**src/rtl/krt_pkg.sv**
```systemverilog
`default_nettype none

package krt_pkg;

  // Default number of tracked key slots
  localparam int unsigned KeySlotsDefault = 6;
  // Key slots shown in a report
  localparam int unsigned ReportSlots = 6;

  // Modifier usage range and largest usage that fits a report byte
  localparam logic [15:0] ModFirst = 16'h00E0;
  localparam logic [15:0] ModLast  = 16'h00E7;
  localparam logic [15:0] UsageMax = 16'h00FF;

  // Event operation codes
  typedef enum logic {
    OP_KEY         = 1'b0,
    OP_RELEASE_ALL = 1'b1
  } op_e;

  typedef struct packed {
    op_e         op;
    logic [15:0] usage;
    logic        down;
  } event_t;

  typedef struct packed {
    logic [7:0] modifier_mask;
    logic [7:0] slot_key_0;
    logic [7:0] slot_key_1;
    logic [7:0] slot_key_2;
    logic [7:0] slot_key_3;
    logic [7:0] slot_key_4;
    logic [7:0] slot_key_5;
  } report_t;

endpackage

`default_nettype wire

```
**src/rtl/krt_event_if.sv**
```systemverilog
`default_nettype none

interface krt_event_if;
  logic            valid;
  logic            ready;
  krt_pkg::event_t payload;

  modport source (output valid, output payload, input ready);
  modport sink (input valid, input payload, output ready);
endinterface

`default_nettype wire

```
**src/rtl/krt_report_if.sv**
```systemverilog
`default_nettype none

interface krt_report_if;
  logic             valid;
  logic             ready;
  krt_pkg::report_t payload;

  modport source (output valid, output payload, input ready);
  modport sink (input valid, input payload, output ready);
endinterface

`default_nettype wire

```
**src/rtl/keyboard_rollover_report_tracker.sv**
```systemverilog
// Keyboard report tracker for a boot-protocol keyboard.
// evt_i carries key events (op, usage, down); rpt_o carries one keyboard
// report (modifier byte and six key slots) for each event that changes or
// reports state. Modifier usages set or clear one modifier bit, other
// usages 1..255 fill or empty key slots, usage 0 and usages above 255
// give no report. A release-all event clears everything and reports.
// An item taken sits in the input register, and its report is in the output
// register once the input register advances.
// One item per cycle while the receiver takes reports; the slot compare,
// first-free pick and the state update are combinational between the input
// register and the state and report registers.
// Reset clears the held modifiers, all key slots and both valid flags.
// When the receiver stalls, the report holds in the output register, the
// input register holds its item, and evt_i.ready drops once both are full.
// KEY_SLOTS sets how many keys are tracked; only the first six are shown.
`default_nettype none

module keyboard_rollover_report_tracker #(
  parameter int unsigned KEY_SLOTS = krt_pkg::KeySlotsDefault
) (
  input  wire         clk_i,
  input  wire         rst_ni,
  krt_event_if.sink   evt_i,
  krt_report_if.source rpt_o
);
  import krt_pkg::*;

  // Input register
  logic   in_valid_q;
  event_t in_q;

  // Tracked state
  logic [7:0]                  mods_q, mods_d;
  logic [KEY_SLOTS-1:0][7:0]   slots_q, slots_d;

  // Output register
  logic    out_valid_q, out_valid_d;
  report_t out_q, out_d;

  logic                 advance;
  logic                 is_mod, is_key, has_result;
  logic [7:0]           key;
  logic [7:0]           mod_bit;
  logic [KEY_SLOTS-1:0] match_vec, free_vec, match_first, free_first;
  logic                 any_match;
  logic [ReportSlots-1:0][7:0] rep_slot;

  // Input register moves on when the report register can take a result
  assign advance     = in_valid_q && (!out_valid_q || rpt_o.ready);
  assign evt_i.ready = !in_valid_q || advance;

  always_ff @(posedge clk_i or negedge rst_ni) begin
    if (!rst_ni) begin
      in_valid_q <= 1'b0;
    end else if (evt_i.ready) begin
      in_valid_q <= evt_i.valid;
    end
  end

  always_ff @(posedge clk_i) begin
    if (evt_i.ready && evt_i.valid) begin
      in_q <= evt_i.payload;
    end
  end

  // Decode the usage
  assign key     = in_q.usage[7:0];
  assign mod_bit = 8'd1 << in_q.usage[2:0];
  assign is_mod  = (in_q.usage >= ModFirst) && (in_q.usage <= ModLast);
  assign is_key  = !is_mod && (in_q.usage != 16'd0) && (in_q.usage <= UsageMax);
  assign has_result = (in_q.op == OP_RELEASE_ALL) || is_mod || is_key;

  // Compare all slots and pick the first match and the first empty slot
  always_comb begin
    for (int i = 0; i < KEY_SLOTS; i++) begin
      match_vec[i] = (slots_q[i] == key);
      free_vec[i]  = (slots_q[i] == 8'd0);
    end
  end

  assign match_first = match_vec & (~match_vec + KEY_SLOTS'(1));
  assign free_first  = free_vec & (~free_vec + KEY_SLOTS'(1));
  assign any_match   = |match_vec;

  // Next state
  always_comb begin
    mods_d  = mods_q;
    slots_d = slots_q;
    if (in_q.op == OP_RELEASE_ALL) begin
      mods_d  = 8'd0;
      slots_d = '0;
    end else if (is_mod) begin
      mods_d = in_q.down ? (mods_q | mod_bit) : (mods_q & ~mod_bit);
    end else if (is_key) begin
      for (int i = 0; i < KEY_SLOTS; i++) begin
        if (in_q.down) begin
          if (!any_match && free_first[i]) begin
            slots_d[i] = key;
          end
        end else if (match_first[i]) begin
          slots_d[i] = 8'd0;
        end
      end
    end
  end

  // Shown slots: empty beyond the tracked count
  for (genvar g = 0; g < ReportSlots; g++) begin : g_rep
    if (g < KEY_SLOTS) begin : g_held
      assign rep_slot[g] = slots_d[g];
    end else begin : g_none
      assign rep_slot[g] = 8'd0;
    end
  end

  // Build the report
  always_comb begin
    out_d.modifier_mask = mods_d;
    out_d.slot_key_0    = rep_slot[0];
    out_d.slot_key_1    = rep_slot[1];
    out_d.slot_key_2    = rep_slot[2];
    out_d.slot_key_3    = rep_slot[3];
    out_d.slot_key_4    = rep_slot[4];
    out_d.slot_key_5    = rep_slot[5];
    out_valid_d = out_valid_q && !rpt_o.ready;
    if (advance && has_result) begin
      out_valid_d = 1'b1;
    end
  end

  // Update state and the output register
  always_ff @(posedge clk_i or negedge rst_ni) begin
    if (!rst_ni) begin
      mods_q      <= 8'd0;
      slots_q     <= '0;
      out_valid_q <= 1'b0;
    end else begin
      out_valid_q <= out_valid_d;
      if (advance) begin
        mods_q  <= mods_d;
        slots_q <= slots_d;
      end
    end
  end

  always_ff @(posedge clk_i) begin
    if (advance && has_result) begin
      out_q <= out_d;
    end
  end

  assign rpt_o.valid   = out_valid_q;
  assign rpt_o.payload = out_q;

`ifndef SYNTHESIS
  // A release-all leaves every modifier and slot empty
  assert property (@(posedge clk_i) disable iff (!rst_ni)
    advance && (in_q.op == OP_RELEASE_ALL) |=> (mods_q == 8'd0) && (slots_q == '0))
    else $error("release-all did not clear state");

  // A press of a key already held changes no slot
  assert property (@(posedge clk_i) disable iff (!rst_ni)
    advance && (in_q.op == OP_KEY) && is_key && in_q.down && any_match
    |=> $stable(slots_q))
    else $error("repeated press changed the slots");

  // An event without a report leaves state untouched
  assert property (@(posedge clk_i) disable iff (!rst_ni)
    advance && !has_result |=> $stable(mods_q) && $stable(slots_q))
    else $error("ignored usage changed state");

  // Input stalls only while the input register holds an item
  assert property (@(posedge clk_i) disable iff (!rst_ni)
    !evt_i.ready |-> in_valid_q && out_valid_q)
    else $error("input stalled without a pending item");
`endif

endmodule

`default_nettype wire
```
**src/flat_wrapper.sv**
```systemverilog
// flat-port wrapper written by rule: the top's interface ports become plain ports
module keyboard_rollover_report_tracker_flat import krt_pkg::*;
#(
  parameter int unsigned KEY_SLOTS = krt_pkg::KeySlotsDefault
)
  (clk_i, rst_ni, evt_i_valid, evt_i_payload, evt_i_ready, rpt_o_valid, rpt_o_payload, rpt_o_ready);
  krt_event_if evt_i_i ();
  krt_report_if rpt_o_i ();
  input  wire clk_i;
  input  wire rst_ni;
  input wire logic [$bits(evt_i_i.valid)-1:0] evt_i_valid;
  input wire logic [$bits(evt_i_i.payload)-1:0] evt_i_payload;
  output wire logic [$bits(evt_i_i.ready)-1:0] evt_i_ready;
  output wire logic [$bits(rpt_o_i.valid)-1:0] rpt_o_valid;
  output wire logic [$bits(rpt_o_i.payload)-1:0] rpt_o_payload;
  input wire logic [$bits(rpt_o_i.ready)-1:0] rpt_o_ready;
  assign evt_i_i.valid = evt_i_valid;
  assign evt_i_i.payload = evt_i_payload;
  assign evt_i_ready = evt_i_i.ready;
  assign rpt_o_valid = rpt_o_i.valid;
  assign rpt_o_payload = rpt_o_i.payload;
  assign rpt_o_i.ready = rpt_o_ready;
  keyboard_rollover_report_tracker #(.KEY_SLOTS(KEY_SLOTS)) u_core (.clk_i(clk_i), .rst_ni(rst_ni), .evt_i(evt_i_i), .rpt_o(rpt_o_i));
endmodule
```
**config.mk**
```make
export PLATFORM = sky130hd
export DESIGN_NAME = keyboard_rollover_report_tracker_flat
export DESIGN_NICKNAME = d
export VERILOG_FILES = /design/src/rtl/krt_pkg.sv /design/src/rtl/krt_event_if.sv /design/src/rtl/krt_report_if.sv /design/src/rtl/keyboard_rollover_report_tracker.sv /design/src/flat_wrapper.sv
export SDC_FILE = /design/constraint.sdc
export NUM_CORES = 1
export LEC_CHECK = 0
export ABC_AREA = 0
export BUFFER_PORTS_ARGS = -buffer_cell sky130_fd_sc_hd__buf_2
export CAP_MARGIN = 20
export CORE_ASPECT_RATIO = 1.75
export CORE_MARGIN = 1
export CORE_UTILIZATION = 50
export CTS_CLUSTER_SIZE = 30
export DETAILED_ROUTE_END_ITERATION = 6
export GPL_ROUTABILITY_DRIVEN = 0
export PLACE_DENSITY = 0.81
export SLEW_MARGIN = 30
export SYNTH_ARGS = -nofsm -noshare
export SYNTH_HDL_FRONTEND = slang
export SYNTH_SLANG_ARGS = --single-unit
export TNS_END_PERCENT = 20
```
**constraint.sdc**
```tcl
create_clock -name clk_i -period 6.3 [get_ports clk_i]
set_clock_uncertainty 0.15 [all_clocks]
set_input_delay 0.945 -clock clk_i [delete_from_list [all_inputs] [get_ports clk_i]]
set_output_delay 0.945 -clock clk_i [all_outputs]
set_load 0.01 [all_outputs]
```
==> results.ini <==
[sta]
setup_slack_ns = 2.388
setup_viol = 0
slew_viol_final = 0
fin_crit_sh = 0.6210
fin_tns_setup_ns = 0
min_period_ns = 3.912
clock.fmax_ghz = 0.2556
tightest_slew_ns = 0.9516
rsz0062_at_grt = no
final-hold-violation-count = 0
slew-limit-headroom = 0.3633

[die]
dieArea_um2 = 14110
die_w_um = 90.22
start_util = 0.5116
io_pins = 80
die_h_um = 156.4
placement_rows = 56
core_area_um2 = 13310

[global_route]
gr-total-overflow = 0
grt_pass1_vias = 5647
use_met3 = 0.07046
antenna_found_initial = 0
use_met1 = 0.2787
grtUsageMet2 = 0.4617
grt_max_degree = 59
gr-max-usage-layer = met2
track_usage = 0.2701
grt_pass1_wl_um = 28810

[power_and_ir_drop]
p_per_area_nw_per_um2 = 273.8
p_total_uw = 2188
power_leakage_uw = 0.003184
peakVddDrop_mv = 0.2203

[cells_and_area]
final_nets = 717
fillCellCount = 1077
n_antenna_cell = 0
finalInstanceArea_um2 = 7990
area_growth_pct = 17.32
stdcell_count = 882
drive_gt1_frac = 0.1893

[drt]
routed_wl_um = 18290
drtAntennaViolNets = 0
drt_first_pass_iters = 5
routed-via-count = 5798
avgViaCountPerCell = 6.574
wl_per_cell_um = 20.74
drcViolationCount = 0
initialDrtViolationCount = 594

[logic_synthesis]
synthFlopType = edfxtp_1
ys_warn_count = 0
synthCells = 630
syn_area_um2 = 6810
synth-edff-count = 74
synth-seq-cells = 132
synth_cell_types = 52
synth_top_area_frac = 0.3263
yosys.cell_count.top_type = edfxtp_1
yosys.area.top_type = edfxtp_1
ys_top_cells_by_count = edfxtp_1, dfrtp_1, nor2_1, a21oi_1, nor3_1
syn_avg_cell_area_um2 = 10.81
syn_nets = 652
yosys-top-cells-area = edfxtp_1, dfrtp_1, a22o_1
ys_seq_area_frac = 0.5394
synthArstFlopShare = 0.4394

[clocking]
htree_levels = 4
post_cts_buffers = 0
clockBufferDepth = 2
clock_sinks = 132
cts-hold-fix-buffers = 0
numCtsBuffers = 17
root_buffer = clkbuf_16
clkTransAtPathRegs_ns = 0.06
cts_tree = built
postCtsResizedCells = 0
clock_latency_ns = 0.43

[critical_path]
critPathArrivalTime_ns = 3.99
setup.worst_path.end_class = register
max_stage_delay_ns = 0.80
critPathKind = reg -> reg
start_kind = register
cp_max_fo = 21
crit_chain = xor2_1, nor4_1, and2_1, nor4_4, nand2_1, or3_1, a221oi_1
cp.required_ns = 6.37
crit_family = simple AND/OR/NAND/NOR gates
path_buf_inv = 0
slowest_stage = edfxtp_1

[placed_design]
detailedPlace.worstSlack_ns = 2.103
post_dp_cell_area_um2 = 7287
numPortBuffers = 79
dp.cells = 848
hpwl_um = 12470

[min_path]
hp-class = reg -> reg

[run]
cap_violations = 0

[outcome]
status = completed

## power breakdown
| part | switching, µW | internal (µW) |
|---|---|---|
| Clock | 370 | 705 |
| Sequential | 28.7 | 944 |
| Combinational | 97.5 | 43.0 |
| Total | 497 | 1690 |
## cell type report
class / count / area [µm²] / area share
inverters: 26 / 97.59 / 0.01221
clock inverters: 11 / 171.4 / 0.02145
flip-flops and latches: 132 / 3674 / 0.4598
repair buffers: 85 / 464.2 / 0.05810
multi-input cells: 433 / 2885 / 0.3611
clock buffers: 21 / 480.5 / 0.06013
well taps: 174 / 217.7 / 0.02725
## through the flow
step | utilization | hold slack [ns]
2_1_floorplan | - | 0.2935
3_3_place_gp | 0.5467 | 0.3076
3_5_place_dp | 0.5474 | 0.3214
4_1_cts | 0.5963 | 0.3408
5_1_grt | 0.6002 | 0.3686
6_report | 0.6002 | 0.3395
## path summary, 6_finish.rpt
kind                                                    from                                end  slack, ns  cells after the start
worst max-delay path                u_core.in_q[1]$_DFFE_PP_  u_core.rpt_o.payload[6]$_DFFE_PP_       2.39                      7
max in group asynchronous                             rst_ni     u_core.slots_q[31]$_DFFE_PN0P_       4.95                      2
worst max register to register      u_core.in_q[1]$_DFFE_PP_  u_core.rpt_o.payload[6]$_DFFE_PP_       2.39                      7
worst min register to register  u_core.mods_q[0]$_DFFE_PN0P_       u_core.mods_q[0]$_DFFE_PN0P_       0.34                      2
worst min-delay path            u_core.mods_q[0]$_DFFE_PN0P_       u_core.mods_q[0]$_DFFE_PN0P_       0.34                      2
min in group asynchronous                             rst_ni     u_core.slots_q[23]$_DFFE_PN0P_       0.52                      2
## layout by cell type (no fill, tap or decap), types with 4 or more instances in the layout
master,instances
xor2_1,24
clkbuf_8,4
a22o_1,26
nand2b_1,17
a41oi_1,8
nand4_1,9
xnor2_1,24
nand3_1,9
buf_2,79
inv_1,26
clkbuf_16,17
bufinv_16,4
a31oi_1,11
nor2_1,51
a221oi_1,16
nor4_1,21
a2bb2oi_1,16
mux2i_1,7
and2_1,5
nor3_1,30
o21ai_0,25
a21oi_1,36
nand2_1,28
buf_4,4
edfxtp_1,74
dfrtp_1,58
a32o_1,4
o31ai_1,22
and3_1,4
## state kept, by name, summed over array words and instances (netlist names)
register	flops
u_core.slots_q	48
u_core.in_q	18
u_core.mods_q	8
u_core.in_valid_q	1
u_core.rpt_o.payload	56
u_core.rpt_o.valid	1
## routing by layer
metal  vias to the layer above  part of all wire
met4                         0             0.071
li1                       2524                 -
met2                       379              0.51
met5                         -                 0
met1                      2774              0.35
met3                       121             0.074
## tightest hold or removal path: stages, from the launching register on
cell and delay, ns:
dfrtp_1 0.35, nand2_1 0.05, o31ai_1 0.06
## cell families (layout without fill, tap and decap cells)
logic type                after synthesis  after routing  synth area share
muxes                                   7              7           0.01029
buffers and inverters                  65            143           0.04115
and+or+nand+nor                       201            201            0.1591
DFF                                   132            132            0.5394
xor gates and xnor gates               48             48           0.06173
AOI/OAI and AO/OA                     177            177            0.1883
No activity file was read; power rests on OpenSTA's default activity.
